[src/clt_pkg.sv]
// ----------------------------------------------------------------------------
// clt_pkg - shared types and constants for the call list
// Item types, list entry layout, outcome codes, register map and sequencer
// states used by every file of the call list block except clt_ram.
// ----------------------------------------------------------------------------
package clt_pkg;

  localparam int ADDR_W    = 7;
  localparam int AGE_W     = 16;
  localparam int OUTCOME_W = 3;
  localparam int OCOUNT_W  = 5;
  localparam int REG_W     = 32;
  localparam int PADDR_W   = 3;

  // register map (index = paddr[2])
  localparam logic REG_CANCEL  = 1'b0;
  localparam logic REG_TIMEOUT = 1'b1;

  localparam logic             CANCEL_RST  = 1'b1;
  localparam logic [AGE_W-1:0] TIMEOUT_RST = 16'd600;

  typedef enum logic [OUTCOME_W-1:0] {
    OUT_ADDED     = 3'd0,
    OUT_REFRESHED = 3'd1,
    OUT_REMOVED   = 3'd2,
    OUT_FULL      = 3'd3,
    OUT_TICK      = 3'd4
  } outcome_t;

  typedef enum logic [1:0] {
    ST_IDLE,
    ST_SCAN,
    ST_FINISH
  } state_t;

  typedef struct packed {
    logic              mode;
    logic [ADDR_W-1:0] call_address;
  } in_item_t;

  typedef struct packed {
    logic [OUTCOME_W-1:0] outcome;
    logic [ADDR_W-1:0]    shown_address;
    logic                 blank;
    logic [OCOUNT_W-1:0]  entry_count;
  } out_item_t;

  typedef struct packed {
    logic [ADDR_W-1:0] addr;
    logic [AGE_W-1:0]  age;
  } entry_t;

  // controls for the per-entry unit
  typedef struct packed {
    logic              tick;
    logic              cancel;
    logic              found;
    logic [ADDR_W-1:0] call_address;
    logic [AGE_W-1:0]  timeout;
  } unit_ctrl_t;

  typedef struct packed {
    logic   keep;
    logic   hit;
    entry_t entry;
  } unit_res_t;

endpackage

[src/call_list_with_timeout_top.sv]
// ----------------------------------------------------------------------------
// call_list_with_timeout_top - pending call list with per-entry timeout
//
// Usage: drive in_item with start high while busy is low to hand over one
// item: a call (mode 0) with its address, or a one-second tick (mode 1).
// busy rises at once and stays high while the list is walked. Exactly one
// result per item appears on out_item for a single cycle, marked by
// out_valid; the receiver cannot stall it, and busy is already low in that
// cycle so the next item may follow straight away.
// The walk is paced by the list RAM: every item reads each listed entry
// once through its single read port, and the shared entry unit rewrites
// the compacted list in the same pass. The next item can be accepted in
// the result cycle.
// Registers on the APB port: cancel_on_repeat at 0x0, timeout_seconds at
// 0x4; write them only while busy is low. Reset (rst_n low, synchronous)
// empties the list, sets the rotation to the first entry and loads the
// register defaults; the list RAM itself is not cleared.
// ----------------------------------------------------------------------------
module call_list_with_timeout_top
  import clt_pkg::*;
#(
  parameter int LIST_SIZE = 16
) (
  input  logic               clk,
  input  logic               rst_n,
  // item channel
  input  logic               start,
  output logic               busy,
  input  in_item_t           in_item,
  // result channel
  output logic               out_valid,
  output out_item_t          out_item,
  // configuration port
  input  logic               psel,
  input  logic               penable,
  input  logic               pwrite,
  input  logic [PADDR_W-1:0] paddr,
  input  logic [REG_W-1:0]   pwdata,
  output logic [REG_W-1:0]   prdata,
  output logic               pready
);

  localparam int CW = $clog2(LIST_SIZE + 1);
  localparam int AW = (LIST_SIZE > 1) ? $clog2(LIST_SIZE) : 1;
  localparam int EW = $bits(entry_t);

  state_t            state_r, state_nxt;
  logic [CW-1:0]     rd_idx_r, rd_idx_nxt;
  logic [CW-1:0]     wr_idx_r, wr_idx_nxt;
  logic [CW-1:0]     proc_idx_r, proc_idx_nxt;
  logic              proc_v_r, proc_v_nxt;
  logic              found_r, found_nxt;
  logic [CW-1:0]     count_r, count_nxt;
  logic [CW-1:0]     dp_r, dp_nxt;
  logic              mode_r, mode_nxt;
  logic [ADDR_W-1:0] addr_r, addr_nxt;
  logic [ADDR_W-1:0] shown_r, shown_nxt;
  logic              out_valid_r, out_valid_nxt;
  out_item_t         out_item_r, out_item_nxt;
  logic              cancel_r;
  logic [AGE_W-1:0]  timeout_r;

  logic              ram_we;
  logic [AW-1:0]     ram_waddr;
  entry_t            ram_wdata;
  logic              ram_re;
  logic [EW-1:0]     ram_rdata;

  unit_ctrl_t        unit_ctrl;
  unit_res_t         unit_res;

  logic              cfg_wr;
  logic [CW:0]       dp_inc;

  // ---------------------------------------------------------------- config
  assign pready = 1'b1;
  assign cfg_wr = psel && penable && pwrite && pready;

  always_ff @(posedge clk) begin
    if (!rst_n) begin
      cancel_r  <= CANCEL_RST;
      timeout_r <= TIMEOUT_RST;
    end else if (cfg_wr) begin
      unique case (paddr[2])
        REG_CANCEL:  cancel_r  <= pwdata[0];
        REG_TIMEOUT: timeout_r <= pwdata[AGE_W-1:0];
        default:     ;
      endcase
    end
  end

  // read back the addressed register
  always_comb begin
    unique case (paddr[2])
      REG_CANCEL:  prdata = {{(REG_W-1){1'b0}}, cancel_r};
      REG_TIMEOUT: prdata = {{(REG_W-AGE_W){1'b0}}, timeout_r};
      default:     prdata = '0;
    endcase
  end

  // ---------------------------------------------------------------- list RAM
  clt_ram #(
    .WIDTH (EW),
    .DEPTH (LIST_SIZE)
  ) u_list_ram (
    .clk   (clk),
    .we    (ram_we),
    .waddr (ram_waddr),
    .wdata (ram_wdata),
    .re    (ram_re),
    .raddr (rd_idx_r[AW-1:0]),
    .rdata (ram_rdata)
  );

  // ---------------------------------------------------------------- entry unit
  assign unit_ctrl.tick         = mode_r;
  assign unit_ctrl.cancel       = cancel_r;
  assign unit_ctrl.found        = found_r;
  assign unit_ctrl.call_address = addr_r;
  assign unit_ctrl.timeout      = timeout_r;

  clt_entry_unit u_entry_unit (
    .entry_i (entry_t'(ram_rdata)),
    .ctrl_i  (unit_ctrl),
    .res_o   (unit_res)
  );

  assign busy      = (state_r != ST_IDLE);
  assign out_valid = out_valid_r;
  assign out_item  = out_item_r;
  assign dp_inc    = {1'b0, dp_r} + {{CW{1'b0}}, 1'b1};

  // ---------------------------------------------------------------- sequencer
  always_comb begin
    state_nxt     = state_r;
    rd_idx_nxt    = rd_idx_r;
    wr_idx_nxt    = wr_idx_r;
    proc_idx_nxt  = proc_idx_r;
    proc_v_nxt    = 1'b0;
    found_nxt     = found_r;
    count_nxt     = count_r;
    dp_nxt        = dp_r;
    mode_nxt      = mode_r;
    addr_nxt      = addr_r;
    shown_nxt     = shown_r;
    out_valid_nxt = 1'b0;
    out_item_nxt  = out_item_r;
    ram_re        = 1'b0;
    ram_we        = 1'b0;
    ram_waddr     = wr_idx_r[AW-1:0];
    ram_wdata     = unit_res.entry;

    unique case (state_r)
      ST_IDLE: begin
        // take the item and start the pass from the head of the list
        if (start) begin
          mode_nxt   = in_item.mode;
          addr_nxt   = in_item.call_address;
          rd_idx_nxt = '0;
          wr_idx_nxt = '0;
          found_nxt  = 1'b0;
          state_nxt  = (count_r == '0) ? ST_FINISH : ST_SCAN;
        end
      end

      ST_SCAN: begin
        // issue the next read
        if (rd_idx_r < count_r) begin
          ram_re       = 1'b1;
          proc_v_nxt   = 1'b1;
          proc_idx_nxt = rd_idx_r;
          rd_idx_nxt   = rd_idx_r + CW'(1);
        end
        // evaluate the entry that has come back and compact it in place
        if (proc_v_r) begin
          if (unit_res.hit) begin
            found_nxt = 1'b1;
          end
          if (mode_r && (proc_idx_r == dp_r)) begin
            shown_nxt = unit_res.entry.addr;
          end
          if (unit_res.keep) begin
            ram_we     = 1'b1;
            wr_idx_nxt = wr_idx_r + CW'(1);
          end
        end
        if ((rd_idx_r == count_r) && !proc_v_r) begin
          state_nxt = ST_FINISH;
        end
      end

      ST_FINISH: begin
        out_valid_nxt = 1'b1;
        out_item_nxt.blank         = 1'b0;
        out_item_nxt.shown_address = addr_r;
        if (mode_r) begin
          // tick: show the rotating entry, then advance the rotation
          out_item_nxt.outcome = OUT_TICK;
          if ((count_r == '0) || (dp_r >= count_r)) begin
            out_item_nxt.blank         = 1'b1;
            out_item_nxt.shown_address = '0;
          end else begin
            out_item_nxt.shown_address = shown_r;
          end
          if (count_r != '0) begin
            count_nxt = wr_idx_r;
            if ((dp_inc > {1'b0, count_r}) || (count_r == CW'(1))) begin
              dp_nxt = '0;
            end else begin
              dp_nxt = dp_inc[CW-1:0];
            end
          end
        end else begin
          // call: report the match, append a new entry, or report a full list
          dp_nxt = '0;
          if (found_r) begin
            out_item_nxt.outcome = cancel_r ? OUT_REMOVED : OUT_REFRESHED;
            count_nxt            = wr_idx_r;
          end else if (count_r < CW'(LIST_SIZE)) begin
            out_item_nxt.outcome = OUT_ADDED;
            ram_we               = 1'b1;
            ram_waddr            = count_r[AW-1:0];
            ram_wdata.addr       = addr_r;
            ram_wdata.age        = '0;
            count_nxt            = count_r + CW'(1);
          end else begin
            out_item_nxt.outcome = OUT_FULL;
          end
        end
        out_item_nxt.entry_count = OCOUNT_W'(count_nxt);
        state_nxt                = ST_IDLE;
      end

      default: state_nxt = ST_IDLE;
    endcase
  end

  // hold control state
  always_ff @(posedge clk) begin
    if (!rst_n) begin
      state_r     <= ST_IDLE;
      rd_idx_r    <= '0;
      wr_idx_r    <= '0;
      proc_v_r    <= 1'b0;
      found_r     <= 1'b0;
      count_r     <= '0;
      dp_r        <= '0;
      out_valid_r <= 1'b0;
    end else begin
      state_r     <= state_nxt;
      rd_idx_r    <= rd_idx_nxt;
      wr_idx_r    <= wr_idx_nxt;
      proc_v_r    <= proc_v_nxt;
      found_r     <= found_nxt;
      count_r     <= count_nxt;
      dp_r        <= dp_nxt;
      out_valid_r <= out_valid_nxt;
    end
  end

  // hold payload
  always_ff @(posedge clk) begin
    proc_idx_r <= proc_idx_nxt;
    mode_r     <= mode_nxt;
    addr_r     <= addr_nxt;
    shown_r    <= shown_nxt;
    out_item_r <= out_item_nxt;
  end

endmodule

[src/clt_ram.sv]
// ----------------------------------------------------------------------------
// clt_ram - generic simple dual-port RAM
// One write port and one read port, read data registered.
// ----------------------------------------------------------------------------
module clt_ram #(
  parameter int WIDTH = 23,
  parameter int DEPTH = 16
) (
  input  logic                                      clk,
  input  logic                                      we,
  input  logic [(DEPTH > 1 ? $clog2(DEPTH) : 1)-1:0] waddr,
  input  logic [WIDTH-1:0]                          wdata,
  input  logic                                      re,
  input  logic [(DEPTH > 1 ? $clog2(DEPTH) : 1)-1:0] raddr,
  output logic [WIDTH-1:0]                          rdata
);

  logic [WIDTH-1:0] mem [DEPTH];

  // write port
  always_ff @(posedge clk) begin
    if (we) begin
      mem[waddr] <= wdata;
    end
  end

  // registered read port
  always_ff @(posedge clk) begin
    if (re) begin
      rdata <= mem[raddr];
    end
  end

endmodule

[src/clt_entry_unit.sv]
// ----------------------------------------------------------------------------
// clt_entry_unit - per-entry compare and age unit
// Evaluates one list entry per cycle: matches it against the call, ages it
// on a tick and decides whether it stays in the compacted list.
// ----------------------------------------------------------------------------
module clt_entry_unit
  import clt_pkg::*;
(
  input  entry_t     entry_i,
  input  unit_ctrl_t ctrl_i,
  output unit_res_t  res_o
);

  logic [AGE_W:0] age_inc;
  logic           expire;
  logic           match;

  // age by one tick and compare against the timeout
  assign age_inc = {1'b0, entry_i.age} + {{AGE_W{1'b0}}, 1'b1};
  assign expire  = age_inc >= {1'b0, ctrl_i.timeout};
  assign match   = !ctrl_i.found && (entry_i.addr == ctrl_i.call_address);

  always_comb begin
    res_o.entry.addr = entry_i.addr;
    res_o.entry.age  = entry_i.age;
    res_o.keep       = 1'b1;
    res_o.hit        = 1'b0;
    if (ctrl_i.tick) begin
      // an expired entry drops out, the rest carry their new age
      res_o.entry.age = age_inc[AGE_W-1:0];
      res_o.keep      = !expire;
    end else if (match) begin
      // first match of the call: delete or clear its age
      res_o.hit       = 1'b1;
      res_o.keep      = !ctrl_i.cancel;
      res_o.entry.age = '0;
    end
  end

endmodule

[config.mk]
export PLATFORM = sky130hd
export DESIGN_NAME = call_list_with_timeout_top
export DESIGN_NICKNAME = d
export VERILOG_FILES = /design/src/clt_pkg.sv /design/src/call_list_with_timeout_top.sv /design/src/clt_ram.sv /design/src/clt_entry_unit.sv
export SDC_FILE = /design/constraint.sdc
export NUM_CORES = 1
export LEC_CHECK = 0
export ABC_CLOCK_PERIOD_IN_PS = 3800
export BUFFER_PORTS_ARGS = -buffer_cell sky130_fd_sc_hd__buf_2
export CAP_MARGIN = 20
export CORE_UTILIZATION = 45
export DETAILED_ROUTE_END_ITERATION = 10
export GPL_TIMING_DRIVEN = 0
export PLACE_DENSITY_LB_ADDON = 0.25
export REMOVE_ABC_BUFFERS = 1
export SLEW_MARGIN = 20
export SYNTH_ARGS = -nofsm -noshare
export SYNTH_HDL_FRONTEND = slang
export SYNTH_SLANG_ARGS = --single-unit
[constraint.sdc]
create_clock -name clk -period 3.8 [get_ports clk]
set_clock_uncertainty 0.1 [all_clocks]
set_input_delay 0.38 -clock clk [delete_from_list [all_inputs] [get_ports clk]]
set_output_delay 0.38 -clock clk [all_outputs]
set_load 0.02 [all_outputs]
Yosys cells after proc, flatten, opt, wreduce, memory -nomap -nowiden:

Memory sizes are Yosys's and may differ from the RTL's. A register that Yosys moved wholly into a read port is not among the register bits.
Cells that the tools add are included.

* add/sub/neg operators: 5
* $mul: 0
* divide/modulo/power cells: 0
* magnitude comparators: 5
* equal/unequal tests: 13
* shift operators: 0
* multiplexer cells: 52
* bitwise logic cells: 1
* reductions and logical operators: 26

Operator list (count)
* 2-to-1 mux 23 bit: 4
* case mux 32 bit (2 select lines): 1
* 2-to-1 mux 5 bit: 11
* 2-to-1 mux 16 bit: 2
* case mux 5 bit (2 select lines): 2
* adder 16 x 1 -> 17 bit (second input constant): 1
* greater-or-equal comparator 17 x 16 -> 1 bit: 1
* 2-to-1 mux 1 bit: 16
* 2-to-1 mux 4 bit: 4
* adder 5 x 1 -> 5 bit (second input constant): 3
* 2-to-1 mux 2 bit: 7
* AND reduction 2 bit: 6
* == test 5 bit: 2
* 2-to-1 mux 8 bit: 1
* != test 2 bit (second input constant): 4
* AND reduction 4 bit: 2
* == test 7 bit: 1
* 2-to-1 mux 7 bit: 1
* adder 5 x 1 -> 6 bit (second input constant): 1
* greater-than comparator 6 x 5 -> 1 bit: 1
* != test 2 x 1 -> 1 bit (second input constant): 3
* AND reduction 3 bit: 2
* == test 5 x 1 -> 1 bit (second input constant): 1
* greater-or-equal comparator 5 bit: 1
* 14 further kinds: 24

* flip-flop bits (word level): 78
* latch bits: 0
* memory bits (writable): 368
* ROM bits: 0
* bits of input ports: 49
* output and inout bits: 51
* logic and storage cells: 121
* memories kept: 1

Memory list
* u_list_ram.mem: depth 16, bits a word 23, rd ports 1, clocked after memory_dff 1, wr ports 1, RTL line clt_ram.sv:18 `logic [WIDTH-1:0] mem [DEPTH];`

Depth between registers and ports, before layout:

* depth after elaboration: 9
* gate-level depth with buffers: 14
* depth with buffers taken out: 14

Modules after synthesis:

A second synthesis with hierarchy kept.

* cells, all modules: 1196
* area, all modules: 19791.5 sq um

By module, submodules not included
* clt_ram: times used 1, cells each 608, area each 14538.9 sq um, seq. area each 11741.3 sq um
* call_list_with_timeout_top: times used 1, cells each 429, area each 4132.7 sq um, seq. area each 1921.8 sq um
* clt_entry_unit: times used 1, cells each 159, area each 1119.8 sq um, seq. area each 0.0 sq um

Worst setup path before layout:

OpenSTA, ideal clock, no wires.

* path kind: register -> register
* from: reg u_list_ram.rdata[0] (read register of u_list_ram.mem)
* to: mem u_list_ram.mem[5][0] (enable)
* setup time: 0.403 ns
* arrival: 3.631 ns
* required time: 3.297 ns
* path slack: -0.334 ns
* stages on the path, launching flop included: 14
* buffers on the path: 0
* period minus slack after synthesis: 4.134 ns
* cell sequence: edfxtp_1 ha_1 nand3_1 nor3_1 nand2_1 nor2_1 xor2_1 ha_1 a21o_1 a21oi_1 nand4b_2 o21ai_2 a32oi_2 nor2_1

* word-level cells in the longest chain between the ends: 9

RTL lines
* from (decl): RTL line clt_ram.sv:15 `output logic [WIDTH-1:0] rdata`
* adder 16 x 1 -> 17 bit: RTL line clt_entry_unit.sv:19 `assign age_inc = {1'b0, entry_i.age} + {{AGE_W{1'b0}}, 1'b1};`
* greater-or-equal comparator 17 x 16 -> 1 bit: RTL line clt_entry_unit.sv:20 `assign expire = age_inc >= {1'b0, ctrl_i.timeout};`
* zero test 1 bit: RTL line clt_entry_unit.sv:31 `res_o.keep = !expire;`
* 2-to-1 mux 1 bit: RTL line clt_entry_unit.sv:28 `if (ctrl_i.tick) begin`
* 2-to-1 mux 1 bit: RTL line call_list_with_timeout_top.sv:182 `if (unit_res.keep) begin`
* 2-to-1 mux 1 bit: RTL line call_list_with_timeout_top.sv:175 `if (proc_v_r) begin`
* case mux 1 bit (2 select lines): RTL line call_list_with_timeout_top.sv:153 `unique case (state_r)`
* 2-to-1 mux 1 bit: RTL line clt_ram.sv:22 `if (we) begin`
* 2-to-1 mux 1 bit (implied by the code): RTL line clt_ram.sv:23 `mem[waddr] <= wdata;`
* to (decl): RTL line clt_ram.sv:18

Every way passes these cells.

Worst setup path after layout:

* from: reg u_list_ram.rdata[1] (read register of u_list_ram.mem)
* to: mem u_list_ram.mem[8][6] (enable)

Same word-level chain as after synthesis.

==> impl_metrics.yaml <==
global_route:
  grt-busiest-layer: "met2"
  met3_usage: 0.0304
  use_met2: 0.374
  antenna_found_initial: 0
  met1_usage: 0.278
  grt_pass1_wl_um: 70200
  track_usage: 0.216
  grt_max_degree: 49
  first_global_vias: 11114
  grt_overflow: 0
clocking:
  cts.sinks: 469
  cts_buffers: 46
  htreeDepth: 2
  insertion_delay_ps: 580
  ctsRootBufferMaster: "clkbuf_16"
  path_clk_slew_ps: 60
  clock_path_buffers: 3
  tritoncts: "built"
timing:
  fmax_ghz: 0.258
  slew_violations: 0
  finalSetupViolations: 133
  tns_ps: -3910
  max_slew_margin: 0.328
  finalWorstSetupSlack_ps: -79.5
  post-route-period-util: 1.02
  fin_crit_ps: 3880
  rsz0062_at_grt: "true"
  tightest_slew_ps: 1000
  hold_violations: 0
outcome:
  violations: "negative setup slack"
  outcome: "complete, but fails checks"
synth:
  synth_common_cells: "edfxtp_1 (427), mux4_2 (115), nand2_1 (109)"
  synth.distinct_cells: 56
  yosys_most_used_dff: "edfxtp_1"
  yosysMostFrequentCell: "edfxtp_1"
  synth_top_cell_area_share: 0.649
  ys_seq_elements: 469
  synthCells: 1177
  ys_warn_count: 0
  syn_avg_cell_area_sq_um: 16.8
  ys_seq_area_frac: 0.691
  yosysTopAreaCell: "edfxtp_1"
  synth-async-reset-ratio: 0
  synth-edff-count: 427
  netlist_area_sq_um: 19800
  yosys-top-cells-area: "edfxtp_1 (65%), mux4_2 (13%), dfxtp_1 (4.3%), ha_1 (2.6%), nand2_1 (2.1%)"
critical_path:
  path_buf_inv: 4
  r2r-start: "u_list_ram.rdata[1]"
  crit_fanout: 7
  worstPathRequired_ps: 4010
  r2r_cells: 17
  worstSetupStartpointType: "flop"
  crit_chain: "ha_4 -> nand3_4 -> nor3_4 -> nand2_2 -> nor2_4 -> xor2_1 -> ha_1 -> nand3_2 -> or4b_4 -> nand4b_4 -> o21ai_4 -> buf_6 -> a32oi_4 -> buf_12 -> nor2_4 -> buf_6 -> clkbuf_16"
  end_kind: "flop"
  critical_path_arrival_ps: 4090
  crit_type: "flop to flop"
  critical-path-max-stage-delay_ps: 570
  cp_slowest_cell: "or4b_4"
  rr_endpoint: "u_list_ram.mem[8][6]"
  r2r_setup_slack_ps: -80
  crit_family: "simple AND/OR/NAND/NOR gates"
finish:
  final_cells: 1958
  diodes: 0
  finalInstanceArea_sq_um: 23800
  nNetsFinal: 1427
  drive_gt1_frac: 0.276
  syn_to_final_growth_pct: 20.2
  n_fill_cell: 3334
power:
  leakage_nw: 7.79
  total_power_mw: 12.3
  power_density_nw_per_um2: 517
  peakVddDrop_v: 0.000390
detailed_routing:
  drt_iter0_markers: 1055
  wl_per_cell_um: 24.4
  vias: 11095
  viasPerCell: 5.67
  drcViolationCount: 0
  first_pass_iters: 5
  drtAntennaViolNets: 0
  routed_wl_um: 47900
floorplan:
  start_util: 0.458
  core_area_sq_um: 43200
  die_y_um: 212
  io_pins: 100
  die_w_um: 212
  die_area_sq_um: 44800
  num_rows: 76
placement:
  io_buffers: 64
  place_inst: 1793
  dpl-instance-area_sq_um: 21200
  hpwl_um: 28800
  globalplace.congestion: 0.820
run:
  maxCapViolations: 0
worst_hold_path:
  min_from: "paddr[2]"
  whs_path_depth: 3
  hold_class: "input port to flop"
  min_to: "cancel_r"
## area by class of cell
class / count / area (sq um) / share of cell area
well taps: 585 / 732 / 0.0308
flip-flops and latches: 469 / 13700 / 0.576
repair buffers: 170 / 1840 / 0.0775
clock inverters: 25 / 190 / 0.00800
inverters: 37 / 139 / 0.00584
multi-input cells: 613 / 5940 / 0.250
clock buffers: 59 / 1240 / 0.0522
## stage by stage
step | utilization | hold WS (ps) | setup WS, ps
after floorplan | - | 336 | -2210
after global placement | 0.474 | 344 | -4810
after detailed placement | 0.492 | 347 | -1060
after CTS | 0.548 | 41.9 | 2.45
after global routing | 0.550 | 63.2 | -175
final | 0.550 | 62.1 | -79.5
## repair_timing
action	4_1_cts	5_1_grt
gates cloned	2	3
hold endpoints to repair	25	0
pin swaps	26	9
hold buffers	24	0
gates resized for setup	33	35
setup buffers	45	13
endpoints found under the setup margin	405	368
## per-layer routing
metal | vias up | part of all wire | wire (um)
li1 | 4875 | - | -
met1 | 5733 | 0.40 | 19200
met2 | 391 | 0.52 | 24800
met3 | 96 | 0.050 | 2400
met4 | 0 | 0.029 | 1390
met5 | - | 0 | 0
## power breakdown
group | leakage [nW] | switching (mW) | internal (mW)
logic | 2.88 | 1.18 | 0.547
registers | 4.21 | 0.125 | 6.09
clock network | 0.709 | 1.90 | 2.45
## layout by cell type (no fill, tap or decap), types with 15 or more instances in the layout
cell type        n
xnor2_1         16
mux4_2         115
xor2_1          26
dfxtp_1         38
nor3_1          15
edfxtp_1       427
nand3_1         26
buf_2           64
nor2_1          54
o21ai_0         18
nand2_1        108
dlygate4sd3_1   24
buf_4           24
nor2_4          18
conb_1          17
buf_12          24
a21oi_1         32
clkbuf_16       52
ha_1            39
inv_1           37
## state kept, by name, summed over array words and instances, names as in the netlist, 5 cells and up
signal            flops
timeout_r            16
dp_r                  5
shown_r               7
u_list_ram.rdata     23
addr_r                7
rd_idx_r              5
wr_idx_r              5
u_list_ram.mem      368
proc_idx_r            5
count_r               5
out_item             16
## worst reg2reg max path: cells and delay by family (launching register included)
family	cells	cell delay, ps
AND/OR/NAND/NOR	8	1540
buffers and inverters	4	630
adder cells (fa/ha/maj)	2	520
flip-flops	1	480
AO/OA/AOI/OAI	2	280
XOR/XNOR	1	80
## how the worst max path moves through the flow
stage	from	endpoint	slack, ps	cells after the start
detailed placement	u_list_ram.rdata[0]	u_list_ram.mem[1][15]	-1060	14
global route	u_list_ram.rdata[1]	u_list_ram.mem[3][1]	-170	16
floorplan	rd_idx_r[0]	proc_idx_r[0]	-2210	7
global placement	rd_idx_r[0]	u_list_ram.rdata[10]	-4810	7
finish	u_list_ram.rdata[1]	u_list_ram.mem[8][6]	-80	17
CTS	u_list_ram.rdata[4]	u_list_ram.mem[8][6]	2	16
## logic make-up after synthesis
group                      Yosys count  share of synthesized area
AOI/OAI and AO/OA                  114                     0.0382
xor gates and xnor gates            43                     0.0191
adders and majority gates           41                     0.0260
buffers and inverters              110                     0.0271
DFF                                469                      0.691
muxes                              122                      0.135
other                                2                   0.000380
and+or+nand+nor                    276                     0.0634
Power figures use the tool's default switching activity.
